[src/sv/bdlp_pkg.sv]
// Shared types and constants for the button debouncer.
package bdlp_pkg;

  localparam int unsigned CfgAddrW = 3;
  localparam int unsigned TimeW    = 32;
  localparam int unsigned MsW      = 16;

  localparam logic [MsW-1:0] HeldMax          = 16'hFFFF;
  localparam logic [MsW-1:0] DebounceReset    = 16'd20;
  localparam logic [MsW-1:0] LongPressReset   = 16'd600;

  // Register index, taken from paddr[2]
  localparam logic RegDebounce  = 1'b0;
  localparam logic RegLongPress = 1'b1;

  typedef struct packed {
    logic [MsW-1:0] debounce_ms;
    logic [MsW-1:0] long_press_ms;
  } bdlp_cfg_t;

endpackage

[src/sv/bdlp_cfg.sv]
// APB register file holding the debounce and long-press times.
module bdlp_cfg
  import bdlp_pkg::*;
(
  input  logic                clk_i,
  input  logic                rst_ni,
  input  logic                psel,
  input  logic                penable,
  input  logic                pwrite,
  input  logic [CfgAddrW-1:0] paddr,
  input  logic [31:0]         pwdata,
  output logic [31:0]         prdata,
  output logic                pready,
  output bdlp_cfg_t           cfg_o
);

  bdlp_cfg_t cfg_q, cfg_d;
  logic      wr_en;
  logic      reg_sel;

  assign pready  = 1'b1;
  assign wr_en   = psel && penable && pwrite && pready;
  assign reg_sel = paddr[2];

  always_comb begin
    cfg_d = cfg_q;
    if (wr_en) begin
      case (reg_sel)
        RegDebounce:  cfg_d.debounce_ms   = pwdata[MsW-1:0];
        RegLongPress: cfg_d.long_press_ms = pwdata[MsW-1:0];
        default:      cfg_d = cfg_q;
      endcase
    end
  end

  always_ff @(posedge clk_i or negedge rst_ni) begin
    if (!rst_ni) begin
      cfg_q.debounce_ms   <= DebounceReset;
      cfg_q.long_press_ms <= LongPressReset;
    end else begin
      cfg_q <= cfg_d;
    end
  end

  always_comb begin
    case (reg_sel)
      RegDebounce:  prdata = {16'd0, cfg_q.debounce_ms};
      RegLongPress: prdata = {16'd0, cfg_q.long_press_ms};
      default:      prdata = 32'd0;
    endcase
  end

  assign cfg_o = cfg_q;

endmodule

[src/sv/button_debounce_long_press_core.sv]
// Pipeline: an accepted request is held in the input register, then moves on to the result
// register when the result stage can advance (input register, result register).
// Throughput: one request per cycle while results are taken; the debounce state updates per request.
// An untaken result holds, and the input stage stalls once it holds a request; no bubble on resume.
// Reset (async, active low): valids and debounce state clear, debounce 20 ms, long press 600 ms.
// Configuration takes effect on the next request processed after the write.
module button_debounce_long_press_core
  import bdlp_pkg::*;
(
  input  logic                clk_i,
  input  logic                rst_ni,
  // APB configuration
  input  logic                psel,
  input  logic                penable,
  input  logic                pwrite,
  input  logic [CfgAddrW-1:0] paddr,
  input  logic [31:0]         pwdata,
  output logic [31:0]         prdata,
  output logic                pready,
  // poll requests
  input  logic                s_axis_tvalid,
  output logic                s_axis_tready,
  input  logic [39:0]         s_axis_tdata,  // [0] raw_pressed, [32:1] now_ms, [39:33] zero
  // results
  output logic                m_axis_tvalid,
  input  logic                m_axis_tready,
  output logic [23:0]         m_axis_tdata   // [0] stable_pressed, [1] press_pulse,
                                             // [2] release_pulse, [3] long_pulse,
                                             // [19:4] held_ms, [23:20] zero
);

  bdlp_cfg_t cfg;

  bdlp_cfg u_cfg (
    .clk_i   (clk_i),
    .rst_ni  (rst_ni),
    .psel    (psel),
    .penable (penable),
    .pwrite  (pwrite),
    .paddr   (paddr),
    .pwdata  (pwdata),
    .prdata  (prdata),
    .pready  (pready),
    .cfg_o   (cfg)
  );

  // input stage
  logic             in_vld_q, in_vld_d;
  logic             in_raw_q;
  logic [TimeW-1:0] in_now_q;
  // result stage
  logic             out_vld_q, out_vld_d;
  logic [23:0]      out_data_q;
  // debounce state
  logic             last_raw_q, last_raw_d;
  logic [TimeW-1:0] chg_time_q, chg_time_d;
  logic             stable_q, stable_d;
  logic [TimeW-1:0] press_time_q, press_time_d;
  logic             long_done_q, long_done_d;
  logic [MsW-1:0]   held_q, held_d;

  logic             adv_out, s_acc, fire;
  logic             raw_chg, settled, press_edge, release_edge, long_fire, long_done_eff;
  logic [TimeW-1:0] chg_time_eff, settle_diff, hold_diff, hold_eff;
  logic [MsW-1:0]   held_sat;

  assign adv_out       = !out_vld_q || m_axis_tready;
  assign s_axis_tready = !in_vld_q || adv_out;
  assign s_acc         = s_axis_tvalid && s_axis_tready;
  assign fire          = in_vld_q && adv_out;

  // a raw change restarts the settle window at this poll's time
  assign raw_chg      = in_raw_q != last_raw_q;
  assign chg_time_eff = raw_chg ? in_now_q : chg_time_q;
  assign settle_diff  = in_now_q - chg_time_eff;
  assign settled      = settle_diff >= {16'd0, cfg.debounce_ms};

  assign press_edge   = settled && in_raw_q && !stable_q;
  assign release_edge = settled && !in_raw_q && stable_q;

  assign hold_diff = in_now_q - press_time_q;
  assign hold_eff  = press_edge ? '0 : hold_diff;
  assign held_sat  = (hold_diff > {16'd0, HeldMax}) ? HeldMax : hold_diff[MsW-1:0];

  assign long_done_eff = press_edge ? 1'b0 : long_done_q;
  assign long_fire     = settled && stable_d && !long_done_eff
                         && (hold_eff >= {16'd0, cfg.long_press_ms});

  always_comb begin
    last_raw_d   = in_raw_q;
    chg_time_d   = chg_time_eff;
    stable_d     = settled ? in_raw_q : stable_q;
    press_time_d = press_edge ? in_now_q : press_time_q;
    long_done_d  = long_done_eff || long_fire;
    if (press_edge) begin
      held_d = '0;
    end else if (release_edge) begin
      held_d = held_sat;
    end else begin
      held_d = held_q;
    end
  end

  always_comb begin
    in_vld_d = in_vld_q;
    if (s_acc) begin
      in_vld_d = 1'b1;
    end else if (fire) begin
      in_vld_d = 1'b0;
    end
    out_vld_d = out_vld_q;
    if (fire) begin
      out_vld_d = 1'b1;
    end else if (m_axis_tready) begin
      out_vld_d = 1'b0;
    end
  end

  always_ff @(posedge clk_i or negedge rst_ni) begin
    if (!rst_ni) begin
      in_vld_q     <= 1'b0;
      out_vld_q    <= 1'b0;
      last_raw_q   <= 1'b0;
      chg_time_q   <= '0;
      stable_q     <= 1'b0;
      press_time_q <= '0;
      long_done_q  <= 1'b0;
      held_q       <= '0;
    end else begin
      in_vld_q  <= in_vld_d;
      out_vld_q <= out_vld_d;
      if (fire) begin
        last_raw_q   <= last_raw_d;
        chg_time_q   <= chg_time_d;
        stable_q     <= stable_d;
        press_time_q <= press_time_d;
        long_done_q  <= long_done_d;
        held_q       <= held_d;
      end
    end
  end

  always_ff @(posedge clk_i) begin
    if (s_acc) begin
      in_raw_q <= s_axis_tdata[0];
      in_now_q <= s_axis_tdata[32:1];
    end
    if (fire) begin
      out_data_q <= {4'd0, held_d, long_fire, release_edge, press_edge, stable_d};
    end
  end

  assign m_axis_tvalid = out_vld_q;
  assign m_axis_tdata  = out_data_q;

endmodule

[config.mk]
export PLATFORM = sky130hd
export DESIGN_NAME = button_debounce_long_press_core
export DESIGN_NICKNAME = d
export VERILOG_FILES = /design/src/sv/bdlp_pkg.sv /design/src/sv/bdlp_cfg.sv /design/src/sv/button_debounce_long_press_core.sv
export SDC_FILE = /design/constraint.sdc
export NUM_CORES = 1
export LEC_CHECK = 0
export BUFFER_PORTS_ARGS = -buffer_cell sky130_fd_sc_hd__clkbuf_2
export CORE_ASPECT_RATIO = 0.75
export CORE_MARGIN = 3
export CORE_UTILIZATION = 50
export DETAILED_ROUTE_END_ITERATION = 6
export PLACE_DENSITY = 0.71
export SETUP_SLACK_MARGIN = 0.05
export SLEW_MARGIN = 20
export SYNTH_ARGS = -nofsm -noshare
export SYNTH_HDL_FRONTEND = slang
export SYNTH_SLANG_ARGS = --single-unit
[constraint.sdc]
create_clock -name clk_i -period 11.4 [get_ports clk_i]
set_clock_uncertainty 0.15 [all_clocks]
set_input_delay 2.28 -clock clk_i [delete_from_list [all_inputs] [get_ports clk_i]]
set_output_delay 2.28 -clock clk_i [all_outputs]
set_load 0.05 [all_outputs]
# Yosys cells after proc, flatten, opt, wreduce, memory -nomap -nowiden

Cells that the tools add are included.

Add/subtract/negate cells: 2
Multipliers: 0
Divide/modulo/power cells: 0
Magnitude comparators: 3
Eq/ne operators: 1
Shift operators: 0
Muxes and demuxes: 12
Bitwise gates (word level): 1
Reductions and logical operators: 24

Operators with widths:

| kind                                                  | number |
|---|---|
| >= comparator 32 x 16 -> 1 bit                        | 2 |
| two-way mux 32 bit                                    | 2 |
| one-hot mux 32 bit (2 select lines)                   | 1 |
| subtractor 32 bit                                     | 2 |
| two-way mux 16 bit                                    | 3 |
| > comparator 32 x 16 -> 1 bit (second input constant) | 1 |
| logical AND 1 bit                                     | 11 |
| two-way mux 1 bit                                     | 6 |
| AND reduction 2 bit                                   | 3 |
| zero test 1 bit                                       | 5 |
| nonzero test 2 bit                                    | 2 |
| logical OR 1 bit                                      | 3 |
| != test 1 bit                                         | 1 |
| NOT 1 bit                                             | 1 |

Bits in registers: 170
Latch bits: 0
Bits in writable memories: 0
Bits in read-only memories: 0
Input port bits: 82
Output and inout bits: 59
Logic and storage cells: 56
Memories kept: 0

# Longest topological paths before layout

Depth in word-level cells: 11
Gate-level depth with buffers: 41
Mapped depth without buffers: 36

# Cells and area by module

Synthesis repeated with hierarchy kept, for this count alone.

Cells, all modules: 1266
Area total of the unflattened synthesis: 11877.6 sq um

By module, submodules not included:

| module                          | instances | cells each | area an instance (sq um) |
|---|---|---|---|
| button_debounce_long_press_core | 1         | 1161       | 10272.4 |
| bdlp_cfg                        | 1         | 105        | 1605.3 |

# Worst setup path before layout

Ideal clock, no wire load.

Path kind: reg-to-reg
Start: register in_raw_q
End: register long_done_q
Library setup time: 0.129 ns
Arrival: 7.212 ns
Required time: 11.121 ns
Slack: 3.908 ns
Cell stages (with the launch flop): 41
Buffers on the path: 5
Path through: edfxtp_1 -> buf_2 -> xnor2_1 -> clkbuf_1 -> buf_1 -> o21ai_0 -> ha_1 -> inv_1 -> ha_1 -> clkbuf_1 -> o32ai_1 -> a221oi_2 -> a31o_2 -> a21oi_1 -> o21ai_0 -> a31oi_1 -> xnor2_1 -> ha_1 -> [... 5 more ...] -> nor4_1 -> nand4_1 -> nor4_4 -> buf_4 -> nor3b_2 -> or2_2 -> ha_1 -> nand2b_1 -> a21oi_1 -> nor2b_1 -> o21ai_0 -> a21oi_1 -> a31oi_1 -> nor4_1 -> nor2_1 -> nor4b_1 -> nor3_1 -> a2bb2oi_1

Word-level cells in the longest chain between the ends: 11
Elaborated cells on any way between the ends: 15
Classes of those cells: 1 x add/sub; 2 x order compare; 1 x eq/ne; 4 x mux; 7 x reduce/logical

Ends and longest elaborated chain:

| element                                                                | line                                   | source |
|---|---|---|
| from (decl)                                                            | button_debounce_long_press_core.sv:49  | `logic in_raw_q;` |
| from (signal assigned)                                                 | button_debounce_long_press_core.sv:145 | `in_raw_q <= s_axis_tdata[0];` |
| != test 1 bit *                                                        | button_debounce_long_press_core.sv:73  | `assign raw_chg = in_raw_q != last_raw_q;` |
| two-way mux 32 bit *                                                   | button_debounce_long_press_core.sv:74  | `assign chg_time_eff = raw_chg ? in_now_q : chg_time_q;` |
| via chg_time_d[0]                                                      | button_debounce_long_press_core.sv:56  | `logic [TimeW-1:0] chg_time_q, chg_time_d;` |
| subtractor 32 bit *                                                    | button_debounce_long_press_core.sv:75  | `assign settle_diff = in_now_q - chg_time_eff;` |
| >= comparator 32 x 16 -> 1 bit *                                       | button_debounce_long_press_core.sv:76  | `assign settled = settle_diff >= {16'd0, cfg.debounce_ms};` |
| branches (longest 6 deep; another with >= comparator 32 x 16 -> 1 bit) | -                                      |  |
| logical OR 1 bit *                                                     | button_debounce_long_press_core.sv:94  | `long_done_d = long_done_eff \|\| long_fire;` |
| to (signal assigned)                                                   | button_debounce_long_press_core.sv:137 | `long_done_q <= long_done_d;` |
| to (decl)                                                              | button_debounce_long_press_core.sv:59  | `logic long_done_q, long_done_d;` |

Mark *: on every way through the listed nets, which the timed path passes.
A chain may end at the register's enable or synchronous reset.

# Final worst setup path

Same ends and word-level chain as after synthesis.

==> results.md <==
* Height of the chip at around 140 µm
* Cell variety after synth at 86
* Slowest-stage cell, CP: edfxtp_1
* Routed vias/inst at 6.00
* Most frequent cells in the layout: 136 x nand2_1, 111 x dfrtp_1, 96 x inv_1
* NumNets Final at between 1500 and 2000
* CTS tree: yes
* Max H-tree Level at 4
* Reg-to-Reg Start: in_raw_q$_DFFE_PP_
* Pre-antenna DRT Iters at 5
* Post-CTS Resized at 0
* Post-DRT Antenna Nets at 0
* Clk root buf: clkbuf_16
* Most common cell after layout, fill and taps aside: nand2_1
* Fin cells at around 1800
* Buffers on Ports at 94
* Synthesis-stage register bit count at 170
* GRT Total Usage at between 20% and 30%
* Slowest stage delay, CP at approximately 0.63 ns
* Num ports at roughly 140
* Initial antenna violation count at 0
* First-pass GRT wire length at ~54000 µm
* CP arrival at between 9 and 10 ns
* Post-synthesis sequential area ratio at approximately 36%
* Total global routing overflow at 0
* Number of DRC markers in iteration 0 at 932
* Crit path kind: register to register
* RSZ-0062 raised after global routing: false
* Final hold vios at 0
* Fillers at 2178
* Worst slew margin relative to its limit at 36.0%
* Mapped Area at 12700 µm²
* Post-CTS Setup Bufs at 0
* Hold crit path type: register to register
* Max-cap violation count at 0
* Rows at slightly below 50
* Combined area of the multi-input logic cells at approximately 7400 µm²
* Post-Syn Area per Cell at roughly 9 µm²
* Worst slew pin tran at approximately 0.96 ns
* Post-Synthesis Cells at 1402
* Final wirelength at 33500 µm
* Tcrit/Tclk final at between 80% and 90%
* Crit path launch: in_raw_q$_DFFE_PP_
* Die area at about 27000 µm²
* Die width at between 150 and 200 µm
* Peak VDD IR at around 0.00014 V
* Yosys warns at 0
* Hold buffers post-CTS at 0
* Layout cells sized above 1 at 14.1%
* Synth async-reset ratio at roughly 70%
* Largest net degree at the start of global routing at 62
* Worst-path clk slew at approximately 0.07 ns
* CTS Buffer Depth at 2
* Antenna Cells at 0
* Slew Limit Fails at 0
* Setup violators final at 0
* Worst Setup End Kind: register
* Clock Latency Late Sink at about 0.44 ns
* Clk sinks at 170
* Crit path required time at between 10 and 15 ns
* Final GP Congestion at ~0.94
* Placed Instances at 1764
* Hold Path Origin: chg_time_q[24]$_DFFE_PN0P_
* Number of global-route vias before repair at between 9000 and 10000
* P&R area growth vs syn at 9.32%
* Leakage at between 6 and 7 nW
* Final setup TNS at 0 ns
* Starting density of the core at 51.8%
* Hpwl dp at 25600 µm
* Max Freq at around 0.11 GHz
* Post-synth EDFFs at between 50 and 60
* Nature of the critical path startpoint: register
* Total Power at 3.19 mW
* WL per Instance at ~19 µm
* CP max FO at between 50 and 60
* Drc violations at 0
* Vias at about 11000
* Minimum clock period at roughly 9.4 ns
* Total area of sequential cells at between 4000 and 5000 µm²
* Area of the core at 24500 µm²
* Synth Flop Type: dfrtp_1
* Outcome: completed
* CTS buffer count at 17
* Power density of the placed cells at roughly 230 nW/µm²
-- area by class of cell --
type / count / area share [%]
repair buffers: 103 / 3.90
clock inverters: 9 / 0.515
flip-flops and latches: 170 / 32.7
multi-input cells: 1064 / 53.7
clock buffers: 23 / 3.61
well taps: 331 / 2.99
inverters: 96 / 2.60
-- Yosys cell counts, types with 8 or more instances --
cell type	instances	area share, %
a211o_1	17	1.2
a211oi_1	10	0.59
a21o_1	37	2.2
a21oi_1	81	3.2
a31oi_1	14	0.69
and2_1	9	0.44
buf_2	19	0.75
buf_4	23	1.4
clkbuf_1	45	1.3
dfrtp_1	111	22
edfxtp_1	53	13
ha_1	84	8.3
inv_1	96	2.8
maj3_1	8	0.63
mux2_1	19	1.7
mux2_2	42	3.7
mux2i_1	35	2.8
nand2_1	136	4.0
nand2b_1	32	1.6
nand3_1	22	0.87
nand4_1	20	0.99
nor2_1	70	2.1
nor2b_1	13	0.64
nor3_1	47	1.9
o2111ai_1	9	0.62
o211ai_1	11	0.65
o21a_1	26	1.5
o21ai_0	91	3.6
o31ai_1	26	1.5
or3_1	18	0.89
xnor2_1	31	2.1
xor2_1	13	0.90
-- path summary, 6_finish.rpt --
check,end,slack (ns),cells after the start
min reg2reg,chg_time_q[24]$_DFFE_PN0P_,0.33,2
max in group asynchronous,press_time_q[26]$_DFFE_PN0P_,8.04,2
min in group asynchronous,u_cfg.cfg_o[22]$_DFFE_PN0P_,1.75,1
min,chg_time_q[24]$_DFFE_PN0P_,0.33,2
max reg2reg,long_done_q$_DFFE_PN0P_,2.03,37
max,long_done_q$_DFFE_PN0P_,2.03,37
-- flip-flops by register name, indices dropped and copies added, names as in the netlist --
name and count:
m_axis_tvalid 1, stable_q 1, last_raw_q 1, chg_time_q 32, held_q 16, long_done_q 1
in_now_q 32, in_vld_q 1, u_cfg.cfg_o 32, in_raw_q 1, press_time_q 32, m_axis_tdata 20
-- metal layers --
| metal | track usage [%] | vias up | wire, µm | share of wire, % |
|---|---|---|---|---|
| li1 | - | 5202 | - | - |
| met1 | 36.9 | 5172 | 16500 | 49 |
| met2 | 37.1 | 351 | 14200 | 42 |
| met3 | 4.85 | 46 | 2270 | 6.8 |
| met4 | 6.53 | 0 | 623 | 1.9 |
| met5 | 0 | - | 0 | 0 |
-- logic make-up after synthesis --
kind of cell             after synthesis  synth area share, %
AND/OR/NAND/NOR                      421                 16.9
other                                  2               0.0592
multiplexers                          96                 8.18
flip-flops                           170                 35.7
buffers and inverters                187                 6.47
AO/OA/AOI/OAI                        387                 20.4
adder cells (fa/ha/maj)               94                 9.17
XOR/XNOR                              45                 3.17
-- power by group --
group          leakage, nW  total (mW)  switching [mW]  internal (mW)
combinational         4.02        1.72            1.07          0.648
sequential            1.90       0.897           0.108          0.789
clock                0.285       0.570           0.255          0.315
-- through the flow --
stage | util (%) | cell area (µm²) | worst slack (ns) | hold slack [ns]
3_3_place_gp | 54.3 | 13300 | 2.34 | 0.308
3_5_place_dp | 54.3 | 13300 | 2.24 | 0.321
4_1_cts | 56.6 | 13900 | 2.21 | 0.336
6_report | 56.6 | 13900 | 2.03 | 0.329
5_1_grt | 56.6 | 13900 | 1.41 | 0.347
2_1_floorplan | - | 12700 | 3.91 | 0.296
-- critical path: cells and delay by family, from the launching register on --
kind	cells	cell delay, ns
AO/OA/AOI/OAI	16	3.47
AND/OR/NAND/NOR	12	2.37
adder cells (fa/ha/maj)	4	1.14
buffers and inverters	3	0.97
flip-flops	1	0.63
XOR/XNOR	2	0.50
(Power assumes the default switching activity.)
